`config.mk`:
```
export PLATFORM = sky130hd
export DESIGN_NAME = rmm_ram
export DESIGN_NICKNAME = d
export VERILOG_FILES = /design/src/hdl/ramped_matrix_mixer_unit_defines.svh /design/src/hdl/rmm_ram.sv
export SDC_FILE = /design/constraint.sdc
export NUM_CORES = 1
export LEC_CHECK = 0
export BUFFER_PORTS_ARGS = -buffer_cell sky130_fd_sc_hd__buf_2
export CAP_MARGIN = 20
export CORE_ASPECT_RATIO = 1.5
export CORE_MARGIN = 1
export CORE_UTILIZATION = 50
export CTS_CLUSTER_DIAMETER = 60
export CTS_CLUSTER_SIZE = 20
export DETAILED_ROUTE_END_ITERATION = 10
export GPL_TIMING_DRIVEN = 0
export PLACE_DENSITY_LB_ADDON = 0.05
export SLEW_MARGIN = 20
export SYNTH_ARGS = -nofsm -noshare
export SYNTH_HDL_FRONTEND = slang
export SYNTH_SLANG_ARGS = --single-unit
```
`constraint.sdc`:
```
create_clock -name i_clk -period 2.15 [get_ports i_clk]
set_input_delay 0.1075 -clock i_clk [delete_from_list [all_inputs] [get_ports i_clk]]
set_output_delay 0.1075 -clock i_clk [all_outputs]
set_load 0.03 [all_outputs]
```
`src/hdl/ramped_matrix_mixer_unit_defines.svh`:
```
// Assertion macros for the mixer
`ifndef RAMPED_MATRIX_MIXER_UNIT_DEFINES_SVH
`define RAMPED_MATRIX_MIXER_UNIT_DEFINES_SVH
`ifndef ASSERT_OFF
`define RMM_ASSERT(lbl, clk, rst_n, prop, msg) \
    lbl: assert property (@(posedge clk) disable iff (!rst_n) prop) else $error(msg);
`define RMM_ASSERT_NR(lbl, clk, prop, msg) \
    lbl: assert property (@(posedge clk) prop) else $error(msg);
`else
`define RMM_ASSERT(lbl, clk, rst_n, prop, msg)
`define RMM_ASSERT_NR(lbl, clk, prop, msg)
`endif
`endif

```
`src/hdl/rmm_ram.sv`:
```
module rmm_ram #(
    parameter int Width = 8,
    parameter int Depth = 16
) (
    input  logic                     i_clk,
    input  logic                     i_we,
    input  logic [$clog2(Depth)-1:0] i_waddr,
    input  logic [Width-1:0]         i_wdata,
    input  logic [$clog2(Depth)-1:0] i_raddr,
    output logic [Width-1:0]         o_rdata
);
    logic [Width-1:0] r_mem [Depth];

    always_ff @(posedge i_clk) begin
        if (i_we) begin
            r_mem[i_waddr] <= i_wdata;
        end
        o_rdata <= r_mem[i_raddr];
    end
endmodule

```
---- Word level (Yosys, flattened, before mapping) ----
Memories as Yosys holds them, arrays and structs flattened. A register that Yosys moved wholly into a read port is not among the register bits.
Index checks and enable logic that the tools add are counted.
W data, S select, Z words.
storage, ports and cells
  memories ................................ 1
  register bits ........................... 0
  logic and storage cells ................. 3
  bits of input ports ..................... 18
  memory bits (writable) .................. 128
operators by class
  mux-type cells .......................... 2
memories
  memory  words  width  rd ports  clocked after Yosys merged registers in  wr ports  RTL line       text
  r_mem   16     8      1         1                                        1         rmm_ram.sv:12  logic [Width-1:0] r_mem [Depth];
operators with widths
  kind     number
  $mux W1  2

---- Depth between registers and ports, before layout ----
  word-level depth ........................ 2
  mapped depth ............................ 5
  mapped depth without buffers ............ 3

---- Least setup slack after synthesis ----
No wires, ideal clock.
  path type ............................... input to register
  start point ............................. in i_waddr[2]
  end point ............................... mem r_mem[0][0] (enable)
  stages .................................. 2
  arrival time ............................ 1217 ps
  slack ................................... 550 ps
  path through ............................ or3b_2 -> nor3_1
RTL lines
  what         RTL line       text
  from (decl)  rmm_ram.sv:7   input logic [$clog2(Depth)-1:0] i_waddr,
  to (decl)    rmm_ram.sv:12
Straight into the memory's write port.

==> flow_metrics.env <==
export IMPL_status="finished with violations"
export IMPL_violations="DRC"
export IMPL_fin_nets=290
export IMPL_overflow=0
export IMPL_dp_cells=370
export IMPL_wl_per_cell_um=24.2
export IMPL_crit_required_ns=2.44
export IMPL_utilization_pct=59.2
export IMPL_ant_nets=0
export IMPL_p_leak_nw=2.00
export IMPL_via_count=2318
export IMPL_crit_path_max_fanout=1
export IMPL_tns_ns=0
export IMPL_worstSetupEndpointType="flip-flop"
export IMPL_final_common_cell="edfxtp_1"
export IMPL_cts_root_buf="clkbuf_16"
export IMPL_hold_violations=0
export IMPL_cts_max_path_buffers=2
export IMPL_io_pins=26
export IMPL_clkTransAtPathRegs_ns=0.05
export IMPL_fp_dieH_um=126
export IMPL_area_delta_synth_final_pct=15.9
export IMPL_synth_warnings=0
export IMPL_design_area_um2=5970
export IMPL_die_area_um2=10700
export IMPL_cts_inserted_buffers=17
export IMPL_post_cts_setup_buffers=0
export IMPL_wirelength_um=9730
export IMPL_skew_ns=0.00588
export IMPL_grt_start_max_net_pins=17
export IMPL_fin_ws_ns=0.661
export IMPL_post_cts_resized=0
export IMPL_dp_slack_ns=0.312
export IMPL_clkSinkCount=136
export IMPL_clock_latency_ns=0.41
export IMPL_diodes=0
export IMPL_fin_cells=402
export IMPL_most_common_layout_cells="128 x edfxtp_1, 27 x buf_2, 18 x mux4_2"
export IMPL_placed_area_um2=5430
export IMPL_grt_pass1_wl_um=14700
export IMPL_layout_min_cycle_time_ns=1.49
export IMPL_post_route_drc_count=2
export IMPL_drt_iter0_markers=164
export IMPL_slew_violations=0
export IMPL_synthCells=229
export IMPL_synth_avg_cell_area_um2=22.5
export IMPL_start_util_pct=51.1
export IMPL_hold_class="in2reg"
export IMPL_die_x_um=84.8
export IMPL_cap_viol_max_count=0
export IMPL_holdWs_ns=0.0992
export IMPL_max_freq_mhz=672
export IMPL_cts_hold_repair_buffers=0
export IMPL_worstSetupStartpointType="flip-flop"
export IMPL_grt_usage_pct=20.6
export IMPL_synth_cell_types=19
export IMPL_powerDensity_nw_per_um2=988
export IMPL_synth_seq_area_share_pct=77.8
export IMPL_rsz0062_at_grt="no"
export IMPL_maxSlewHeadroom_pct=42.7
export IMPL_finalCritPeriodShare_pct=69.3
export IMPL_rows=45
export IMPL_io_buffers=24
export IMPL_worst_pin_slew_ns=0.856
export IMPL_drive_above_1_share_pct=28.1
export IMPL_dpl_hpwl_um=6290
export IMPL_finalPower_mw=5.90
export IMPL_setup_violations=0
export IMPL_path_class="reg2reg"
export IMPL_ys_ff_latch=136
export IMPL_syn_area_um2=5150
export IMPL_fillers=753
export IMPL_core_um2=10100
export IMPL_antenna_found_initial=0
export IMPL_peakVddDrop_uv=914
export IMPL_syn_nets=247
export IMPL_h_tree_depth=4
export IMPL_dr_pass1_iters=8
export IMPL_grt_pass1_vias=2417
export IMPL_gp_congestion=0.805
export IMPL_crit_arrival_ns=1.78
export IMPL_cts_tree="done"
export IMPL_via_per_inst=5.77
==> path summary, 6_finish.rpt <==
path                                        startpoint               endpoint  slack (ns)  depth (start not counted)
worst max-delay path             r_mem[1][1]$_DFFE_PP_     o_rdata[1]$_DFF_P_        0.66                          3
worst min-delay path                        i_wdata[6]  r_mem[4][6]$_DFFE_PP_         0.1                          1
worst max register to register   r_mem[1][1]$_DFFE_PP_     o_rdata[1]$_DFF_P_        0.66                          3
worst min register to register  r_mem[14][2]$_DFFE_PP_     o_rdata[2]$_DFF_P_        0.68                          3
==> synthesized netlist by cell type <==
master           count  area [µm²]
a22oi_1             16         120
and2_1               1        6.26
and2b_1              1        7.51
buf_2                3        15.0
buf_4                1        7.51
buf_6                3        33.8
clkdlybuf4s25_2      3        30.0
dfxtp_1              8         160
edfxtp_1           128        3840
mux4_1              14         368
mux4_2              18         405
nand2_1              9        33.8
nand2b_1             2        12.5
nand3_1              1        5.00
nand3b_1             2        15.0
nor2_1              13        48.8
nor2b_1              1        6.26
nor3_1               4        20.0
or3b_2               1        8.76
==> cells by family (layout without fill, tap and decap cells) <==
family,after synthesis,in the layout,share of synthesized area (%)
compound gates,16,16,2.33
simple gates,35,35,3.18
flops,136,136,77.8
buf+inv,10,66,1.68
mux,32,32,15.0
==> flip-flops by register name (all words and copies together), names as in the netlist <==
| signal | flops |
|---|---|
| r_mem | 128 |
| o_rdata | 8 |
==> routing by layer <==
metal	vias to the layer above	global-route usage [%]	part of all wire, %
met1	1169	27.5	38
met4	0	7.08	1.5
li1	1054	-	-
met3	16	5.18	7.0
met5	-	0	0
met2	79	33.3	53
==> where the power goes <==
part           internal [mW]  total [mW]  switching [mW]  leakage [nW]
Sequential              2.97        2.98          0.0127          1.22
Combinational          0.118       0.316           0.198         0.520
Clock                   1.65        2.60           0.955         0.257
==> cell type report <==
class,count,area [µm²],area share (%)
repair buffers,24,120,2.01
flip-flops and latches,136,4000,67.1
multi-input cells,83,1080,18.1
clock buffers,28,487,8.16
well taps,117,146,2.45
plain buffers,10,86.3,1.45
clock inverters,4,47.5,0.797
==> worst max-delay path, stage by stage (launching register included) <==
cell	delay (ns)
edfxtp_1	0.35
mux4_1	0.56
a22oi_1	0.36
nand2_1	0.09
No activity file was read; power rests on OpenSTA's default activity.
