File: src/hdl/ramped_matrix_mixer_unit_defines.svh
// Assertion macros for the mixer
`ifndef RAMPED_MATRIX_MIXER_UNIT_DEFINES_SVH
`define RAMPED_MATRIX_MIXER_UNIT_DEFINES_SVH
`ifndef ASSERT_OFF
`define RMM_ASSERT(lbl, clk, rst_n, prop, msg) \
    lbl: assert property (@(posedge clk) disable iff (!rst_n) prop) else $error(msg);
`define RMM_ASSERT_NR(lbl, clk, prop, msg) \
    lbl: assert property (@(posedge clk) prop) else $error(msg);
`else
`define RMM_ASSERT(lbl, clk, rst_n, prop, msg)
`define RMM_ASSERT_NR(lbl, clk, prop, msg)
`endif
`endif

File: src/hdl/rmm_pkg.sv
package rmm_pkg;
    localparam int MaxInputs  = 8;
    localparam int MaxOutputs = 8;
    localparam int Cells      = MaxInputs * MaxOutputs;
    localparam int CellW      = $clog2(Cells);
    localparam int InW        = 3;
    localparam int OutW       = 3;
    localparam int CntW       = 4;
    // cell word: target 24, current 40, step 40, steps_left 16
    localparam int CellDataW  = 24 + 40 + 40 + 16;

    localparam logic [1:0] FuncSample = 2'd0;
    localparam logic [1:0] FuncSetGain = 2'd1;
    localparam logic [1:0] FuncClear  = 2'd2;

    localparam logic [1:0] CfgRamp = 2'd0;
    localparam logic [1:0] CfgIns  = 2'd1;
    localparam logic [1:0] CfgOuts = 2'd2;

    typedef enum logic [3:0] {
        S_CLEAR, S_IDLE, S_RD, S_WAIT, S_CALC, S_DIV, S_WR, S_MUL, S_ACC, S_EMIT
    } t_state;

    typedef struct packed {
        logic signed [23:0] target;
        logic signed [39:0] current;
        logic signed [39:0] step;
        logic [15:0]        left;
    } t_cell;

    typedef struct packed {
        logic        start;
        logic [40:0] dividend; // magnitude
        logic [15:0] divisor;
    } t_div_req;

    function automatic logic [CntW-1:0] clamp_cnt(input logic [3:0] v, input int mx);
        logic [CntW-1:0] r;
        if (v == 4'd0) r = CntW'(1);
        else if (int'(v) > mx) r = CntW'(mx);
        else r = v;
        return r;
    endfunction
endpackage

File: src/hdl/rmm_div.sv
// Restoring divider, one quotient bit per cycle, magnitude only.
module rmm_div import rmm_pkg::*; (
    input  logic        i_clk,
    input  logic        i_rst_n,
    input  t_div_req    i_req,
    output logic        o_busy,
    output logic [40:0] o_quot
);
    logic [40:0] r_q, n_q;
    logic [16:0] r_rem, n_rem;
    logic [5:0]  r_cnt, n_cnt;
    logic [15:0] r_d;
    logic [16:0] trial;

    always_comb begin
        n_q = r_q;
        n_rem = r_rem;
        n_cnt = r_cnt;
        trial = {r_rem[15:0], r_q[40]};
        if (i_req.start) begin
            n_q = i_req.dividend;
            n_rem = '0;
            n_cnt = 6'd41;
        end else if (r_cnt != 6'd0) begin
            n_cnt = r_cnt - 6'd1;
            if (trial >= {1'b0, r_d}) begin
                n_rem = trial - {1'b0, r_d};
                n_q = {r_q[39:0], 1'b1};
            end else begin
                n_rem = trial;
                n_q = {r_q[39:0], 1'b0};
            end
        end
    end

    always_ff @(posedge i_clk) begin
        if (!i_rst_n) begin
            r_cnt <= '0;
        end else begin
            r_cnt <= n_cnt;
        end
        r_q <= n_q;
        r_rem <= n_rem;
        if (i_req.start) begin
            r_d <= i_req.divisor;
        end
    end

    assign o_busy = (r_cnt != 6'd0);
    assign o_quot = r_q;
endmodule
File: config.mk
export PLATFORM = sky130hd
export DESIGN_NAME = rmm_div
export DESIGN_NICKNAME = d
export VERILOG_FILES = /design/src/hdl/ramped_matrix_mixer_unit_defines.svh /design/src/hdl/rmm_pkg.sv /design/src/hdl/rmm_div.sv
export SDC_FILE = /design/constraint.sdc
export NUM_CORES = 1
export LEC_CHECK = 0
export BUFFER_PORTS_ARGS = -buffer_cell sky130_fd_sc_hd__buf_2
export CORE_AREA = 2 2 88 90
export DETAILED_ROUTE_END_ITERATION = 6
export DIE_AREA = 0 0 90 92
export PLACE_DENSITY = 0.87
export RECOVER_POWER = 25
export SYNTH_ARGS = -nofsm -noshare
export SYNTH_HDL_FRONTEND = slang
export SYNTH_SLANG_ARGS = --single-unit
File: constraint.sdc
create_clock -name i_clk -period 3.7 [get_ports i_clk]
set_clock_uncertainty 0.15 [all_clocks]
set_input_delay 0 -clock i_clk [delete_from_list [all_inputs] [get_ports i_clk]]
set_output_delay 0 -clock i_clk [all_outputs]
set_load 0.03 [all_outputs]
Yosys cells after proc, flatten, opt, wreduce, memory -nomap -nowiden:

Index checks and enable logic that the tools add are counted.

* add/subtract/negate cells: 2
* multipliers: 0
* div/mod/pow operators: 0
* reductions and logical operators: 3
* order comparisons: 1
* shifts and indexed selects: 0
* multiplexer cells: 6
* bitwise gates (word level): 1
* eq/ne operators: 0

Operator list (count)
* 41-bit 2-to-1 mux: 2
* 17-bit by 16-bit greater-or-equal comparator with 1-bit output: 1
* 16-bit 2-to-1 mux: 1
* 16-bit subtractor: 1
* 6-bit 2-to-1 mux: 2
* 6-bit nonzero test: 1
* 6-bit by 1-bit subtractor with 6-bit output, second input constant: 1
* 2-bit nonzero test: 1
* 2-bit OR reduction: 1
* 1-bit 2-to-1 mux: 1
* 1-bit inverter: 1

* bits in read-only memories: 0
* logic and storage cells: 18
* bits in writable memories: 0
* bits in registers: 79
* input port bits: 60
* bits in latches: 0
* memories: 0

Longest topological paths before layout:

Gate-level depths: netlist of run 1.

* depth after elaboration: 4
* mapped depth: 11

Worst setup path after synthesis of run 1:

No wires, ideal clock.

* path type: flip-flop to flip-flop
* start: register r_q[40] (netlist: o_quot[40])
* end: register r_rem[12]
* stages on the path, launching flop included: 12
* path slack: 1043 ps
* library setup time: 88 ps
* data arrival time: 2419 ps
* buffers on the path: 0
* period minus slack after synthesis: 2657 ps
* path through: edfxtp_1 -> inv_1 -> ha_1 -> inv_1 -> fa_1 -> a21o_1 -> a221oi_2 -> nor3_2 -> nor2_4 -> nand3_1 -> a31o_1 -> a311oi_2

* cells in the longest elaborated chain, start to end: 2
* elaborated cells between the ends (all ways): 3
* classes of those cells: add/sub: 1; order compare: 1; mux: 1

Ends and longest elaborated chain
* start: declaration: RTL line rmm_div.sv:9 `logic [40:0] r_q, n_q;`
* start signal: assignment: RTL line rmm_div.sv:42 `r_q <= n_q;`
* 16-bit subtractor or 17-bit by 16-bit greater-or-equal comparator with 1-bit output (tied branches): RTL line rmm_div.sv:27, rmm_div.sv:26
* 16-bit 2-to-1 mux *: RTL line rmm_div.sv:26 `if (trial >= {1'b0, r_d}) begin`
* end signal: assignment: RTL line rmm_div.sv:43 `r_rem <= n_rem;`
* end: declaration: RTL line rmm_div.sv:10 `logic [16:0] r_rem, n_rem;`

Mark *: on every way between the ends. The rest lies on a longest branch, timed or not.
A chain may end at the register's enable or synchronous reset.

Worst setup path after layout of run 1:

* start: register r_d[14]
* end: register r_rem[12]

* cells in the longest elaborated chain, start to end: 2

Ends and longest elaborated chain
* start: declaration: RTL line rmm_div.sv:12 `logic [15:0] r_d;`
* start signal: assignment: RTL line rmm_div.sv:45 `r_d <= i_req.divisor;`
* 17-bit by 16-bit greater-or-equal comparator with 1-bit output: RTL line rmm_div.sv:26
* 16-bit 2-to-1 mux: RTL line rmm_div.sv:26

No other way between the ends.

==> impl_results.md, run 1 <==
- Syn Nets: 432
- Top Ports: 102
- Reg2Reg Setup Slack: 0.91 ns
- Maximum clock frequency: 359 MHz
- Die Ht: 92 um
- Wire length of the first global-routing pass: 17.6 mm
- Mean post-synth cell area: 11.8 um2
- Pwr Density: 519 nW/um2
- Sw Share: 35.1%
- Overall die width: 90 um
- Unrepaired setup endpoints after global routing: false
- Sequential fraction of the synthesis area: 51.8%
- Hold Crit Depth: 2
- Post-synth EDFFs: 57
- R2r worst-path depth: 9
- WP data required: 3.81 ns
- Slew @ Worst Pin: 0.760 ns
- Wire per inst: 17.8 um
- Setup bufs post-CTS: 0
- Ant. Diodes: 0
- Top FF cell, synth: edfxtp_1
- Nets: 592
- Cell Area, Synth: 4150 um2
- Internal: 1.86 mW
- DR vias: 3384
- Slew HR: 49.1%
- P_leak: 2.35 nW
- Total power: 2.86 mW
- Reg2reg start: r_d[14]
- Outcome: completed
- Synth warn: 0
- Critical Path AT: 2.89 ns
- Flop pwr share: 41.9%
- Slew Viols, Final: 0
- Final setup violating endpoints: 0
- PortBufs: 101
- Vias in the first global route: 3458
- TritonCTS Sinks: 79
- Hold Crit Start: i_req[3]
- CP Class: reg -> reg
- Cell Rows: 32
- DR DRC count: 0
- Buffer depth of the longest clock path: 2
- Final ANT Viol Nets: 0
- Die Area: 8280 um2
- Worst Hold Path EP: r_d[3]
- Asr flop ratio synth: 0%
- Worst R2R End: r_rem[12]
- # H-tree levels: 3
- Psw: 1.01 mW
- Nature of the critical path startpoint: flip-flop
- Met3 usage: 6.49%
- Final Cycle Share: 75.3%
- Aggregate global-route resource usage: 26.9%
- Max-Cap Viols: 0
- HP Class: in -> reg
- Grt ovf: 0
- Seq cells post-synth: 79
- Cell count after synthesis: 353
- Resized cells post-CTS: 0
- Unique masters post-synth: 51
- Hold buffers post-CTS: 59
- Total CTS buffers: 9
- Share of cells above drive strength 1: 27.8%
- GR peak layer: met2
- Critical-path top delay cell: o21ai_4
- Clock Latency Late Sink: 0.36 ns
- Gate power share: 32.8%
- Peak VDD IR: 355 uV
- Grt met2 use: 45.9%
- Pin count of the biggest net entering global routing: 42
- CP max FO: 23
- Vias per cell: 5.46
- GP Congestion: 0.900
- Detailed-route wire length: 11.0 mm
- CTS root buf: clkbuf_8
- Area grow syn2layout: 32.8%
- Initial antenna violation count: 0
- Worst-path cell chain: inv_1, ha_1, a21oi_1, nor2b_1, nor3_2, o31ai_2, o21ai_4, nand2_1, a311oi_2
- CP Capture Type: flip-flop
- Starting DRT DRC Count: 239
- Final worst path period need: 2.79 ns
- Final Hold Viols: 0
- Clock power frac: 25.3%
- Clk pin slew, worst setup/hold paths: 0.08 ns
- Final TNS setup: 0 ns
- Core ar.: 7450 um2
- Met1 Usage GRT: 32.6%
- Drt pass-1 iters: 4
- DP HPWL: 6.42 mm
- Max stage delay on crit path: 0.64 ns
- Initial core utilization: 55.8%
- CTS tree: yes
- Fillers: 494
-- layer usage --
metal  share of wire [%]  up-vias  wire length, um
li1                    -     1597                -
met1                  41     1595             4470
met2                  49      156             5400
met3                 7.2       36              787
met4                 3.2        0              353
met5                   0        -                0
-- Yosys cell counts (all sizes together) (5+ instances only) --
library cell,number,area share [%]
edfxtp,57,41
mux2,40,11
nor2,29,2.8
nand2,27,2.4
inv,25,2.3
dfxtp,22,11
ha,18,5.4
a21oi,15,2.0
mux2i,14,3.4
o21ai,13,1.9
a211oi,10,1.9
clkbuf,9,0.81
nand2b,9,1.4
xnor2,9,1.9
buf,6,0.99
xor2,5,1.1
-- power groups by stage --
stage	registers, mW	clock network (mW)	logic (mW)
floorplan	1.34	0	0.511
global placement	1.20	0	0.845
detailed placement	1.20	0	0.874
CTS	1.19	0.725	0.927
global route	1.21	0.762	1.01
finish	1.20	0.724	0.938
-- flip-flops by register name, indices dropped and copies added (netlist names) --
signal,count
o_quot,41
r_cnt,6
r_d,16
r_rem,16
-- worst max-delay path: cells and delay by family (launching register included) --
family / cells / cell delay (ns)
AO/OA/AOI/OAI: 4 / 1.29
flip-flops: 1 / 0.37
buffers and inverters: 1 / 0.09
adder cells (fa/ha/maj): 1 / 0.32
AND/OR/NAND/NOR: 3 / 0.48
-- cell type report --
class / instances / area [um2] / area share (%)
Timing Repair Buffer: 164 / 1090 / 19.8
Sequential cell: 79 / 2150 / 39.0
Clock buffer: 10 / 128 / 2.31
Clock inverter: 6 / 93.8 / 1.70
Inverter: 25 / 93.8 / 1.70
Tap cell: 102 / 128 / 2.31
Multi-Input combinational cell: 234 / 1830 / 33.2
-- worst max path at each step --
stage	start	endpoint	slack [ns]
floorplan	o_quot[40]	r_rem[12]	1.04
global placement	o_quot[40]	r_rem[12]	1.11
detailed placement	o_quot[40]	r_rem[12]	0.98
CTS	o_quot[40]	r_rem[12]	0.95
global route	r_d[14]	r_rem[1]	0.68
finish	r_d[14]	r_rem[12]	0.91
-- layout by cell type, fill, tap and decap left out, drive strengths merged, types with 4 or more instances in the layout --
| cell type | instances |
|---|---|
| mux2i | 14 |
| xor2 | 5 |
| ha | 18 |
| dlygate4sd3 | 59 |
| nand2b | 9 |
| a21oi | 15 |
| nor2 | 29 |
| buf | 76 |
| nand3 | 4 |
| dfxtp | 22 |
| mux2 | 40 |
| nand2 | 27 |
| nor2b | 4 |
| a211oi | 10 |
| o21ai | 13 |
| edfxtp | 57 |
| xnor2 | 9 |
| inv | 27 |
| clkbuf | 39 |
-- cell families (layout without fill, tap and decap cells) --
family	after synthesis	after routing	share of synthesized area, %
xor gates and xnor gates	14	14	2.95
and+or+nand+nor	86	86	9.88
DFF	79	79	51.8
AOI/OAI and AO/OA	61	61	11.1
adders and majority gates	19	19	5.91
buffers and inverters	40	205	4.07
muxes	54	54	14.2
-- stage by stage --
stage / hold WS (ns) / instance area [um2] / utilization [%] / worst slack [ns] / std cells
after detailed placement: 0.0282 / 4740 / 63.7 / 0.985 / 545
after global placement: 0.0268 / 4740 / 63.7 / 1.11 / 545
final: 0.208 / 5520 / 74.1 / 0.914 / 620
after floorplan: -0.0511 / 4150 / - / 1.04 / 353
after CTS: 0.185 / 5550 / 74.6 / 0.954 / 620
after global routing: 0.209 / 5520 / 74.1 / 0.680 / 620
Power figures use the tool's default switching activity.
==> run 2: changes to the inputs <==
CORE_AREA = 2 2 97 99   (was 2 2 88 90)
DIE_AREA = 0 0 99 101   (was 0 0 90 92)
PLACE_DENSITY = 0.77   (was 0.87)
clock period = 2.3 ns   (was 3.7 ns; I/O delays follow)
==> run 2 against run 1 <==
Compared with the run above: the run now ends with setup timing left; maximum frequency increased by 8.2%; cell area increased by 7.8%; clock power increased by 35%; sequential power increased by 60%; via count increased by 2.7%; first-iteration DRC count decreased by 57%; flip-flop and latch count unchanged; power increased by 63%; setup slack got worse by 1.2 ns; combinational power increased by 89%; largest cell class unchanged.
==> impl_results.md, run 2 (synthesis results as in run 1) <==
- Outcome: finished, violations left
- Failing checks: setup timing
- Gate power share: 38.0%
- Drt pass-1 iters: 4
- Wire per inst: 15.9 um
- Placed cell areas: 5000 um2
- Die Ht: 101 um
- Slew @ Worst Pin: 1.15 ns
- Footprint of the multi-input gates: 2000 um2
- Max-Cap Viols: 0
- Peak VDD IR: 470 uV
- Final setup violating endpoints: 7
- Starting DRT DRC Count: 102
- Critical Path AT: 2.67 ns
- Psw: 1.70 mW
- Wire length of the first global-routing pass: 16.8 mm
- Clock Latency Late Sink: 0.36 ns
- Initial antenna violation count: 0
- Clk pin slew, worst setup/hold paths: 0.09 ns
- PortBufs: 101
- Final ANT Viol Nets: 0
- Most common cell after layout, fill and taps aside: buf_2
- CP Capture Type: flip-flop
- Met1 Wirelength: 4.58 mm
- P_leak: 2.51 nW
- Flop pwr share: 41.1%
- Commonest cells after routing, fill and taps aside: buf_2, dlygate4sd3_1, edfxtp_1
- Share of cells above drive strength 1: 38.6%
- Area occupied by registers: 2150 um2
- Sw Share: 36.5%
- TritonCTS Sinks: 79
- Maximum clock frequency: 388 MHz
- Core ar.: 8980 um2
- Unrepaired setup endpoints after global routing: true
- Pin count of the biggest net entering global routing: 34
- DP HPWL: 6.76 mm
- Overall die width: 99 um
- Total CTS buffers: 9
- Internal: 2.96 mW
- Clock power frac: 20.9%
- Cell Rows: 35
- Vias in the first global route: 3614
- Slew HR: 23.4%
- CTS tree: yes
- DR DRC count: 0
- Nets: 626
- Area grow syn2layout: 43.2%
- Top Ports: 102
- WP data required: 2.39 ns
- Pwr Density: 784 nW/um2
- GP Congestion: 0.906
- Final worst path period need: 2.58 ns
- Max reg flops: 41
- Buffer depth of the longest clock path: 2
- Fillers: 672
- CTS root buf: clkbuf_8
- Detailed-route wire length: 10.6 mm
- HP Class: in -> reg
- Worst Setup Slack, final: -0.275 ns
- Met3 routed WL: 708 um
- Nature of the critical path startpoint: flip-flop
- Vias per cell: 5.24
- Grt ovf: 0
- Die Area: 10000 um2
- WL met2: 5.09 mm
- Initial core utilization: 46.3%
- DR top layer: met4
- Final Cycle Share: 112%
- Ant. Diodes: 0
- Aggregate global-route resource usage: 21.2%
- DR vias: 3477
- Pre-CTS setup slack: -0.302 ns
- Slew Viols, Final: 0
- CP Class: reg -> reg
- CP max FO: 4
- Final Hold Viols: 0
- Final instance area: 5950 um2
- # H-tree levels: 3
-- run 2: changes by cell type in the layout (fill, tap and decap cells not counted), sizes merged --
cell	change
clkbuf	-7
inv	-1
buf	+40
bufinv	-2
clkinv	+3
clkinvlp	+1
-- run 2: path summary, 6_finish.rpt --
path         slack, ns  cells past startpoint  startpoint         to
max              -0.28                     12  o_quot[40]  r_rem[12]
min               0.20                      2    i_req[0]     r_d[0]
max reg2reg      -0.28                     12  o_quot[40]  r_rem[12]
min reg2reg       0.34                      2   r_rem[13]  r_rem[13]
-- run 2: timing repair --
item	4_1_cts	5_1_grt
hold buffers	59	0
endpoints found under the hold margin	65	0
gates resized for setup	17	18
pin swaps	20	10
setup buffers	2	1
setup endpoints to repair	8	17
gates cloned	1	0
-- run 2: area by class of cell --
type / count / area share, %
tap: 111 / 2.34
sequential: 79 / 36.2
timing repair buffer: 198 / 23.1
inverter: 25 / 1.64
clock inverter: 7 / 0.926
multi-input combinational: 234 / 33.7
clock buffer: 9 / 2.08
-- run 2: metal layers --
layer / GRT usage, % / vias up
li1: - / 1660
met1: 26.0 / 1674
met2: 35.8 / 128
met3: 6.31 / 15
met4: 7.48 / 0
met5: 0 / -
-- run 2: critical path, cell delays in order (launching register included) --
cell	delay (ns)
edfxtp_1	0.39
inv_1	0.07
ha_2	0.18
inv_2	0.04
fa_2	0.35
a21o_1	0.24
a221oi_4	0.32
nor3_2	0.09
nor2_4	0.16
buf_4	0.13
or3_1	0.09
a31o_1	0.15
a311oi_2	0.09
-- run 2: stage by stage --
step | utilization (%) | std cells | hold WS [ns] | power (mW) | TNS [ns]
final | 66.2 | 663 | 0.196 | 4.66 | -1.10
after global routing | 66.2 | 663 | 0.182 | 4.90 | -2.57
after CTS | 65.8 | 662 | 0.188 | 4.61 | -0.833
after detailed placement | 55.7 | 584 | 0.0281 | 3.47 | -1.16
after global placement | 55.7 | 584 | 0.0281 | 3.43 | -0.807
after floorplan | - | 353 | -0.0511 | 2.99 | -1.14
-- run 2: power by group through the flow --
stage	clock network, mW	registers, mW	logic (mW)
after floorplan	0	2.16	0.826
after global placement	0	1.92	1.51
after detailed placement	0	1.92	1.55
after CTS	0.985	1.91	1.72
after global routing	1.05	1.94	1.91
final	0.974	1.92	1.77
